**src/design/sle_pkg.sv**
```systemverilog
// Shared types, codes and defaults for the sorted list engine.
package sle_pkg;

  // Default sizes handed to the top level parameters.
  localparam int unsigned CapacityDef = 16;
  localparam int unsigned KeyWidthDef = 32;

  // Fixed widths of the transfer fields.
  localparam int unsigned KeyBits   = 32;
  localparam int unsigned PosBits   = 4;
  localparam int unsigned CountBits = 5;
  localparam int unsigned StatBits  = 2;
  localparam int unsigned PosSpan   = 2 ** PosBits;

  // Operation codes carried by an input item.
  typedef enum logic [1:0] {
    OP_INSERT = 2'd0,
    OP_REMOVE = 2'd1,
    OP_READ   = 2'd2,
    OP_MEMBER = 2'd3
  } op_e;

  // Status codes returned with every result.
  typedef enum logic [StatBits-1:0] {
    STATUS_OK        = 2'd0,
    STATUS_FULL      = 2'd1,
    STATUS_NOT_FOUND = 2'd2,
    STATUS_RANGE     = 2'd3
  } status_e;

  // Controller states.
  typedef enum logic [1:0] {
    ST_IDLE,
    ST_COMPARE,
    ST_UPDATE
  } state_e;

  // One input item.
  typedef struct packed {
    op_e                operation;
    logic [KeyBits-1:0] key;
    logic [PosBits-1:0] position;
  } in_item_t;

  // One result item.
  typedef struct packed {
    status_e              status;
    logic [KeyBits-1:0]   read_value;
    logic                 found;
    logic [KeyBits-1:0]   head_value;
    logic [CountBits-1:0] entry_count;
    logic                 is_empty;
  } out_item_t;

  // Commands from the controller to the datapath.
  typedef struct packed {
    logic load;
    logic compare;
    logic commit;
  } dp_cmd_t;

endpackage

```
**src/design/sle_ctrl.sv**
```systemverilog
// Controller state machine that sequences load, compare and commit.
module sle_ctrl (
  input  logic              clk_i,
  input  logic              rst_ni,
  input  logic              in_valid_i,
  output logic              in_ready_o,
  output logic              out_valid_o,
  input  logic              out_ready_i,
  output sle_pkg::dp_cmd_t  cmd_o
);

  sle_pkg::state_e state_q, state_d;
  logic            out_valid_q, out_valid_d;
  logic            commit_ok;

  // The result can be committed once the output register is free or is being drained.
  assign commit_ok = !out_valid_q || out_ready_i;

  // Next state.
  always_comb begin
    state_d = state_q;
    unique case (state_q)
      sle_pkg::ST_IDLE: begin
        if (in_valid_i) begin
          state_d = sle_pkg::ST_COMPARE;
        end
      end
      sle_pkg::ST_COMPARE: begin
        state_d = sle_pkg::ST_UPDATE;
      end
      sle_pkg::ST_UPDATE: begin
        if (commit_ok) begin
          state_d = in_valid_i ? sle_pkg::ST_COMPARE : sle_pkg::ST_IDLE;
        end
      end
      default: begin
        state_d = sle_pkg::ST_IDLE;
      end
    endcase
  end

  // Outputs and commands.
  always_comb begin
    in_ready_o    = 1'b0;
    cmd_o         = '0;
    unique case (state_q)
      sle_pkg::ST_IDLE: begin
        in_ready_o = 1'b1;
        cmd_o.load = in_valid_i;
      end
      sle_pkg::ST_COMPARE: begin
        cmd_o.compare = 1'b1;
      end
      sle_pkg::ST_UPDATE: begin
        in_ready_o   = commit_ok;
        cmd_o.commit = commit_ok;
        cmd_o.load   = commit_ok && in_valid_i;
      end
      default: begin
        in_ready_o = 1'b0;
      end
    endcase
  end

  // A commit fills the output register; a transfer on the result side empties it.
  always_comb begin
    out_valid_d = out_valid_q;
    if (cmd_o.commit) begin
      out_valid_d = 1'b1;
    end else if (out_ready_i) begin
      out_valid_d = 1'b0;
    end
  end

  assign out_valid_o = out_valid_q;

  always_ff @(posedge clk_i or negedge rst_ni) begin
    if (!rst_ni) begin
      state_q     <= sle_pkg::ST_IDLE;
      out_valid_q <= 1'b0;
    end else begin
      state_q     <= state_d;
      out_valid_q <= out_valid_d;
    end
  end

endmodule

```
**src/design/sle_datapath.sv**
```systemverilog
// Datapath: a row of key cells with per-cell compare and parallel shift.
module sle_datapath #(
  parameter int unsigned CAPACITY  = sle_pkg::CapacityDef,
  parameter int unsigned KEY_WIDTH = sle_pkg::KeyWidthDef
) (
  input  logic               clk_i,
  input  logic               rst_ni,
  input  sle_pkg::dp_cmd_t   cmd_i,
  input  sle_pkg::in_item_t  in_i,
  input  logic               cfg_valid_i,
  input  logic               cfg_data_i,
  output sle_pkg::out_item_t out_o
);

  localparam int unsigned CntW = $clog2(CAPACITY + 1);

  // Stored keys and the fill count; entries at or above the count are never read.
  logic [KEY_WIDTH-1:0] entries_q [CAPACITY];
  logic [KEY_WIDTH-1:0] entries_d [CAPACITY];
  logic [CntW-1:0]      count_q, count_d;
  logic                 signed_q;

  // Latched item.
  sle_pkg::op_e                  op_q;
  logic [KEY_WIDTH-1:0]          key_q;
  logic [sle_pkg::PosBits-1:0]   pos_q;

  // Registered compare results.
  logic [CAPACITY-1:0]  gt_q, gt_d;
  logic [CAPACITY-1:0]  eq_q, eq_d;
  logic [KEY_WIDTH-1:0] rd_q, rd_d;

  logic [63:0]          key_wide;
  logic [KEY_WIDTH-1:0] sign_flip;
  logic [KEY_WIDTH-1:0] key_ord;
  logic [KEY_WIDTH-1:0] ent_ord [CAPACITY];
  logic [CAPACITY-1:0]  live;
  logic [CAPACITY-1:0]  place;
  logic [CAPACITY-1:0]  pull;
  logic                 full;
  logic                 found_any;
  logic                 pos_ok;
  logic [63:0]          rd_wide;
  logic [63:0]          head_wide;

  sle_pkg::out_item_t   out_q, out_d;

  // Key widened to 64 bits; it is reduced to the stored width when latched.
  assign key_wide = 64'(in_i.key);

  // Signed order is unsigned order with the top bit inverted.
  assign sign_flip = {signed_q, {(KEY_WIDTH-1){1'b0}}};
  assign key_ord   = key_q ^ sign_flip;

  // Cells below the fill count hold keys.
  always_comb begin
    for (int i = 0; i < CAPACITY; i++) begin
      live[i]    = CntW'(i) < count_q;
      ent_ord[i] = entries_q[i] ^ sign_flip;
    end
  end

  // Compare stage: every cell against the key, and the entry at the read position.
  always_comb begin
    rd_d = '0;
    for (int i = 0; i < CAPACITY; i++) begin
      gt_d[i] = live[i] && (ent_ord[i] >  key_ord);
      eq_d[i] = live[i] && (entries_q[i] == key_q);
      if (i < sle_pkg::PosSpan && pos_q == sle_pkg::PosBits'(i)) begin
        rd_d = entries_q[i];
      end
    end
  end

  // Insert span: every cell from the first greater key or the first free cell onward.
  // Remove span: every cell from the first equal key onward. Both hold even when the
  // stored keys were ordered under the other setting of the order register.
  always_comb begin
    place[0] = gt_q[0] | ~live[0];
    pull[0]  = eq_q[0];
    for (int i = 1; i < CAPACITY; i++) begin
      place[i] = place[i-1] | gt_q[i] | ~live[i];
      pull[i]  = pull[i-1] | eq_q[i];
    end
  end

  assign full      = count_q == CntW'(CAPACITY);
  assign found_any = |eq_q;
  assign pos_ok    = 32'(pos_q) < 32'(count_q);
  assign rd_wide   = 64'(rd_q);

  // Update stage: new cell contents, count and result.
  always_comb begin
    entries_d = entries_q;
    count_d   = count_q;
    out_d     = '0;
    out_d.status = sle_pkg::STATUS_OK;
    unique case (op_q)
      sle_pkg::OP_INSERT: begin
        if (full) begin
          out_d.status = sle_pkg::STATUS_FULL;
        end else begin
          if (place[0]) begin
            entries_d[0] = key_q;
          end
          for (int i = 1; i < CAPACITY; i++) begin
            if (place[i-1]) begin
              entries_d[i] = entries_q[i-1];
            end else if (place[i]) begin
              entries_d[i] = key_q;
            end
          end
          count_d = count_q + CntW'(1);
        end
      end
      sle_pkg::OP_REMOVE: begin
        if (!found_any) begin
          out_d.status = sle_pkg::STATUS_NOT_FOUND;
        end else begin
          // Every cell from the first equal key onward pulls from the cell above.
          for (int i = 0; i < CAPACITY - 1; i++) begin
            if (pull[i]) begin
              entries_d[i] = entries_q[i+1];
            end
          end
          count_d = count_q - CntW'(1);
        end
      end
      sle_pkg::OP_READ: begin
        if (pos_ok) begin
          out_d.read_value = rd_wide[sle_pkg::KeyBits-1:0];
        end else begin
          out_d.status = sle_pkg::STATUS_RANGE;
        end
      end
      sle_pkg::OP_MEMBER: begin
        out_d.found = found_any;
      end
      default: begin
        out_d.status = sle_pkg::STATUS_OK;
      end
    endcase
    out_d.entry_count = sle_pkg::CountBits'(count_d);
    out_d.is_empty    = count_d == '0;
    // Head after the operation reads zero on an empty list.
    head_wide         = (count_d == '0) ? 64'd0 : 64'(entries_d[0]);
    out_d.head_value  = head_wide[sle_pkg::KeyBits-1:0];
  end

  // Control state: fill count and order register.
  always_ff @(posedge clk_i or negedge rst_ni) begin
    if (!rst_ni) begin
      count_q  <= '0;
      signed_q <= 1'b0;
    end else begin
      if (cmd_i.commit) begin
        count_q <= count_d;
      end
      if (cfg_valid_i) begin
        signed_q <= cfg_data_i;
      end
    end
  end

  // Payload registers.
  always_ff @(posedge clk_i) begin
    if (cmd_i.load) begin
      op_q  <= in_i.operation;
      key_q <= key_wide[KEY_WIDTH-1:0];
      pos_q <= in_i.position;
    end
    if (cmd_i.compare) begin
      gt_q <= gt_d;
      eq_q <= eq_d;
      rd_q <= rd_d;
    end
    if (cmd_i.commit) begin
      entries_q <= entries_d;
      out_q     <= out_d;
    end
  end

  assign out_o = out_q;

endmodule

```
**src/design/sorted_list_engine.sv**
```systemverilog
// Top level of the sorted list engine: controller, datapath and checks.
//
//   channel  direction  signals                               payload
//   in       in         in_valid_i / in_ready_o               sle_pkg::in_item_t
//   out      out        out_valid_o / out_ready_i             sle_pkg::out_item_t
//   cfg      in         cfg_valid_i / cfg_ready_o             cfg_data_i (compare_signed)
//
// An item passes through load, compare and commit from an idle start; a back to back item
// is loaded as the last one commits, after the registered compare stage ahead of the shift.
// A commit waits while the output register still holds an untaken result.
// Reset empties the list and selects unsigned order; no clearing pass is needed.
// The configuration port is always ready.
module sorted_list_engine #(
  parameter int unsigned CAPACITY  = sle_pkg::CapacityDef,
  parameter int unsigned KEY_WIDTH = sle_pkg::KeyWidthDef
) (
  input  logic               clk_i,
  input  logic               rst_ni,
  input  logic               in_valid_i,
  output logic               in_ready_o,
  input  sle_pkg::in_item_t  in_i,
  output logic               out_valid_o,
  input  logic               out_ready_i,
  output sle_pkg::out_item_t out_o,
  input  logic               cfg_valid_i,
  output logic               cfg_ready_o,
  input  logic               cfg_data_i
);

  sle_pkg::dp_cmd_t cmd;

  assign cfg_ready_o = 1'b1;

  // Sequencer.
  sle_ctrl u_ctrl (
    .clk_i       (clk_i),
    .rst_ni      (rst_ni),
    .in_valid_i  (in_valid_i),
    .in_ready_o  (in_ready_o),
    .out_valid_o (out_valid_o),
    .out_ready_i (out_ready_i),
    .cmd_o       (cmd)
  );

  // Key cells and result register.
  sle_datapath #(
    .CAPACITY  (CAPACITY),
    .KEY_WIDTH (KEY_WIDTH)
  ) u_datapath (
    .clk_i       (clk_i),
    .rst_ni      (rst_ni),
    .cmd_i       (cmd),
    .in_i        (in_i),
    .cfg_valid_i (cfg_valid_i && cfg_ready_o),
    .cfg_data_i  (cfg_data_i),
    .out_o       (out_o)
  );

  // An accepted item keeps the input side closed in the following cycle.
  a_busy_after_accept: assert property (@(posedge clk_i) disable iff (!rst_ni)
    in_valid_i && in_ready_o |=> !in_ready_o)
    else $error("input accepted while previous item still in compare");

  // A full report only comes from a list at capacity.
  a_full_count: assert property (@(posedge clk_i) disable iff (!rst_ni)
    out_valid_o && out_o.status == sle_pkg::STATUS_FULL
      |-> out_o.entry_count == sle_pkg::CountBits'(CAPACITY))
    else $error("full status with list below capacity");

  // An empty list reports a zero head.
  a_empty_head: assert property (@(posedge clk_i) disable iff (!rst_ni)
    out_valid_o && out_o.is_empty |-> out_o.head_value == '0)
    else $error("nonzero head on empty list");

  // A positive membership answer always carries the ok status.
  a_found_ok: assert property (@(posedge clk_i) disable iff (!rst_ni)
    out_valid_o && out_o.found |-> out_o.status == sle_pkg::STATUS_OK)
    else $error("found flag with error status");

endmodule
```
**config.mk**
```make
export PLATFORM = sky130hd
export DESIGN_NAME = sorted_list_engine
export DESIGN_NICKNAME = d
export VERILOG_FILES = /design/src/design/sle_pkg.sv /design/src/design/sle_ctrl.sv /design/src/design/sle_datapath.sv /design/src/design/sorted_list_engine.sv
export SDC_FILE = /design/constraint.sdc
export NUM_CORES = 2
export LEC_CHECK = 0
export BUFFER_PORTS_ARGS = -buffer_cell sky130_fd_sc_hd__buf_2
export CORE_MARGIN = 4
export CORE_UTILIZATION = 65
export DETAILED_ROUTE_END_ITERATION = 6
export PLACE_DENSITY = 0.92
export SYNTH_ARGS = -nofsm -noshare
export SYNTH_HDL_FRONTEND = slang
export SYNTH_SLANG_ARGS = --single-unit
```
**constraint.sdc**
```tcl
create_clock -name clk_i -period 20.7 [get_ports clk_i]
set_input_delay 3.105 -clock clk_i [delete_from_list [all_inputs] [get_ports clk_i]]
set_output_delay 3.105 -clock clk_i [all_outputs]
set_load 0.03 [all_outputs]
```
After elaboration in Yosys (flattened, before gate mapping). Index checks and enable logic that the tools add are counted.

Register bits after elaboration: 696. Latch bits: 0. RAM bits: 0. Bits in read-only memories: 0. Input bits: 44. Output and inout port bits: 76. Memories kept: 0.

Add/subtract/negate cells: 2. Multiply operators: 0. Div/mod/pow operators: 0. Order comparisons: 33. Eq/ne operators: 69. Shifts and indexed selects: 0. Mux-type cells: 82. Bitwise operators: 79. Reductions and logical operators: 60.

Operator list (count): $mux 32 (62); $pmux 480 s2 (1); $xor 32x32->32 (17); $eq 32x32->1 (16); $gt 32x32->1 (16); $mux 512 (1); $mux 480 (1); $reduce_and 6->1 (14); $or 1x1->1 (45); $ne 3x1->1 const B (14); $lt 4x5->1 const A (8); $logic_and 1x1->1 (33); $eq 4x4->1 const B (8); $ne 2x1->1 const B (16); $lt 3x5->1 const A (4); $not 1->1 (17); $eq 4x3->1 const B (4); $reduce_or 16->1 (1); $pmux 2 s3 (2); $lt 1x5->1 const A (2); $lt 2x5->1 const A (2); $mux 5 (2); $pmux 5 s2 (1); $eq 4x2->1 const B (2); other kinds (19) (36).

Depth between registers and ports, before layout.
Depth after elaboration: 37. Gate-level depth with buffers: 12. Mapped depth without buffers: 9.

Modules after synthesis. Synthesis repeated with hierarchy kept, for this count alone.

Cells, all modules: 5104. Area total of the unflattened synthesis: 48931.9 µm².

By module, submodules not included: sle_datapath (times used 1, cells an instance 5086, area an instance 48766.8 µm², sequential area each 20779.9 µm²); sle_ctrl (times used 1, cells an instance 16, area an instance 153.9 µm², sequential area each 75.1 µm²); sorted_list_engine (times used 1, cells an instance 2, area an instance 11.3 µm², sequential area each 0.0 µm²).

Worst setup path after synthesis. No wires, ideal clock.

Path type: input port to flip-flop. Start: input out_ready_i. End: register u_datapath.entries_q[256] (netlist bit) (enable). Setup time: 0.470 ns. Arrival time: 11.991 ns. Data required time: 20.230 ns. Slack: 8.239 ns. Cell stages on the path: 6. Cells stage by stage: nor2b_1 nor2_1 nand2_1 a211oi_1 inv_1 a211oi_1.

RTL lines: start, declared (RTL line sorted_list_engine.sv:23) `input logic out_ready_i,`; end signal, assigned (RTL line sle_datapath.sv:178) `entries_q <= entries_d;`; end, declared (RTL line sle_datapath.sv:18) `logic [KEY_WIDTH-1:0] entries_q [CAPACITY];`.

Final worst setup path.
Start: input out_ready_i. End: output in_ready_o.

Word-level cells in the longest chain between the ends: 2.

Ends and longest elaborated chain: $logic_or 1x1->1 (RTL line sle_ctrl.sv:17) `assign commit_ok = !out_valid_q || out_ready_i;`; $pmux 1 s2 (RTL line sle_ctrl.sv:46) `unique case (state_q)`; end, declared (RTL line sorted_list_engine.sv:20) `output logic in_ready_o,`.

No other way between the ends.

==> impl_metrics.csv <==
group,metric,value,unit
run_status,run_status,"finished with violations",
run_status,failed_checks,"design-rule violations, max-capacitance violations, max-slew violations",
global_routing,maximum_number_of_pins_on_one_net_before_global_route_repair,185,
floorplanning,rows,101,
setup_path,timing.critical_path.fanout_max,3,
timing,maxClockFrequency,142.6,MHz
place,buffer_ports.inserted,118,
cts,cts_root_buf,"clkbuf_16",
logic_synthesis,synth.top_cell.area_share,0.4114,
cells_and_area,final_core_util,0.7133,
route,first_pass_iters,7,
floorplanning,die_width,285.8,um
route,routed_wl,177.5,mm
cells_and_area,layout.nets,5591,
logic_synthesis,synthesis.nets,5654,
timing,period_share,0.3387,
timing,final_worst_path_setup_slack,13690,ps
cts,cts_buffer_depth,3,
global_routing,global_route_wire_length_before_repair,266.4,mm
cts,cts_tree,"built",
cts,h-tree-depth,3,
timing,hold_viol,0,
logic_synthesis,asyncSetResetFlopFracSynth,0.01293,
cts,clkSlewWorstSetupHoldPaths,60,ps
logic_synthesis,synthTopCellsByCount,"edfxtp_1 (687), nor2_1 (565), ha_1 (503)",
cts,post_cts_setup_buffer_count,0,
global_routing,grt_overflow,0,
cts,cts_hold_repair.buffers,0,
cts,cts_repair_resize_count,0,
route,first_iter_violations,9205,
setup_path,timing_worst_setup_path_type,"in -> out",
setup_path,end_kind,"output port",
pwr,powerDensity,81.22,mW/mm^2
logic_synthesis,ys_types,84,
setup_path,critPathRequiredTime,17590,ps
timing,timing_worst_slew_pin_value,1547,ps
floorplanning,die_area,0.08165,mm^2
setup_path,cp-start-kind,"input pin",
pwr,leakagePower,21.64,nW
timing,min_period,7010,ps
global_routing,total_global_route_track_usage,0.4219,
global_routing,number_of_antenna_violations_at_the_first_check_in_global_routing,9,
timing,setup-tns-final,0,ps
logic_synthesis,synth_enable_flop_cells,687,
floorplanning,floorplan.core_area,0.07620,mm^2
min_path,hp-class,"reg -> reg",
cells_and_area,layout-drive-gt1-share,0.09262,
run,max_cap_viol_count,1,
route,dr_total_vias,46450,
route,postRouteAntennaNets,0,
floorplanning,pin_count,120,
cells_and_area,layout-area-overhead-vs-synth,8.394,%
place,gp_congestion,1.017,
setup_path,arrival,3910,ps
place,pre_cts_slack,13690,ps
cts,number_of_clock_buffers_inserted_by_tritoncts,79,
route,viasPerCell,7.564,
route,routed_wire_length_per_instance,28.91,um
timing,clock_skew,39.69,ps
logic_synthesis,synth.top_cells.by_area,"edfxtp_1 (41%), ha_1 (13%), mux2i_1 (9.9%)",
timing,drv_slew,2,
cells_and_area,fin_cells,6140,
logic_synthesis,synth_top_area_cell,"edfxtp_1",
floorplanning,die_height,285.8,um
timing,worst_slew_margin_rel,-0.05774,
cts,worst_skew_pair_latency,670,ps
global_routing,grt_pass1_vias,44670,
logic_synthesis,ys_seq_area_frac,0.4159,
logic_synthesis,yosys_register_bits,696,
logic_synthesis,synth_cell_area,0.05014,mm^2
timing,setup_viol_count_final,0,
logic_synthesis,cells_after_synthesis,5107,
pwr,ir_worst_vdd,0.06958,mV
route,drc_errors,6,
logic_synthesis,yosysMostFrequentCell,"edfxtp_1",
place,dp_cells,5993,
place,detailed_place_hpwl,120.0,mm
floorplanning,initial_utilization,0.6580,
logic_synthesis,synthesis.area_per_instance,9.819,um^2
cts,clock_sinks,696,
logic_synthesis,ys_dominant_reg_cell,"edfxtp_1",
logic_synthesis,yosys_warnings,0,
timing,grt_setup_unrepaired,"no",
[cell families after synthesis]
family | Yosys count | share of synthesized area
AND/OR/NAND/NOR | 1481 | 0.1318
AO/OA/AOI/OAI | 1396 | 0.1670
flip-flops | 696 | 0.4159
multiplexers | 571 | 0.1223
adder cells (fa/ha/maj) | 503 | 0.1255
buffers and inverters | 444 | 0.03473
XOR/XNOR | 15 | 0.002620
other | 1 | 0.00007478
[routing by layer]
metal	up-vias	GRT usage	share of wire
met5	-	0	0.00051
met4	10	0.3113	0.098
met3	1392	0.1471	0.16
met2	4591	0.6220	0.42
met1	21400	0.5126	0.32
li1	19060	-	-
[where the power goes]
| part | switching (mW) | total, mW | internal, mW |
|---|---|---|---|
| Combinational | 0.718 | 1.08 | 0.364 |
| Clock | 0.621 | 1.50 | 0.879 |
| Sequential | 0.133 | 1.83 | 1.70 |
| Total | 1.47 | 4.41 | 2.94 |
[final timing paths]
kind,startpoint,endpoint,slack (ps),cells after the start
max,out_ready_i,in_ready_o,13690,4
min,u_datapath.rd_q[16]$_DFFE_PN_,u_datapath.out_o[55]$_SDFFCE_PN0P_,520,1
max reg2reg,u_datapath.count_q[4]$_DFFE_PN0P_,u_datapath.entries_q[43]$_DFFE_PP_,14980,10
min reg2reg,u_datapath.rd_q[16]$_DFFE_PN_,u_datapath.out_o[55]$_SDFFCE_PN0P_,520,1
max in group asynchronous,rst_ni,u_ctrl.out_valid_o$_DFFE_PN0P_,18190,1
min in group asynchronous,rst_ni,u_datapath.count_q[3]$_DFFE_PN0P_,2300,1
[critical path: stages]
cell	delay, ps
buf_2	100
nor2b_1	320
a21oi_1	170
buf_2	210
[flip-flops by register name, indices dropped and copies added (netlist names)]
register and count:
u_datapath.count_q 5, u_ctrl.state_q 2, u_datapath.key_q 32, u_ctrl.out_valid_o 1
u_datapath.rd_q 32, u_datapath.gt_q 16, u_datapath.out_o 73, u_datapath.pos_q 4
u_datapath.entries_q 512, u_datapath.eq_q 16, u_datapath.op_q 2, u_datapath.signed_q 1
[through the flow]
stage	power (mW)	instance area (um^2)	hold WS, ps
after detailed placement	2.871	51680	506.6
after floorplan	2.520	50140	496.7
after CTS	4.346	54350	519.9
after global routing	4.543	54350	531.0
after global placement	2.818	51680	500.0
final	4.415	54350	515.2
[area by class of cell]
class	count	area, um^2
clock buffer	91	2064
fill	5243	21850
clock inverter	53	605.6
tap	1030	1289
timing repair buffer	225	1431
inverter	75	281.5
antenna	3	7.507
sequential	696	20860
multi-input combinational	3967	27820
[cells in the final DEF (no fill, tap or decap), drive strengths merged, types with 34 or more instances in the layout]
cell type,instances
nor3,62
a221o,34
inv,80
clkbuf,91
edfxtp,687
o21ai,461
a211oi,42
ha,503
nand2,469
mux2,58
a21o,67
nor2,565
nor2b,48
mux2i,494
buf,225
and2,77
nand4,71
nand3,78
a21oi,476
Power figures use the tool's default switching activity.
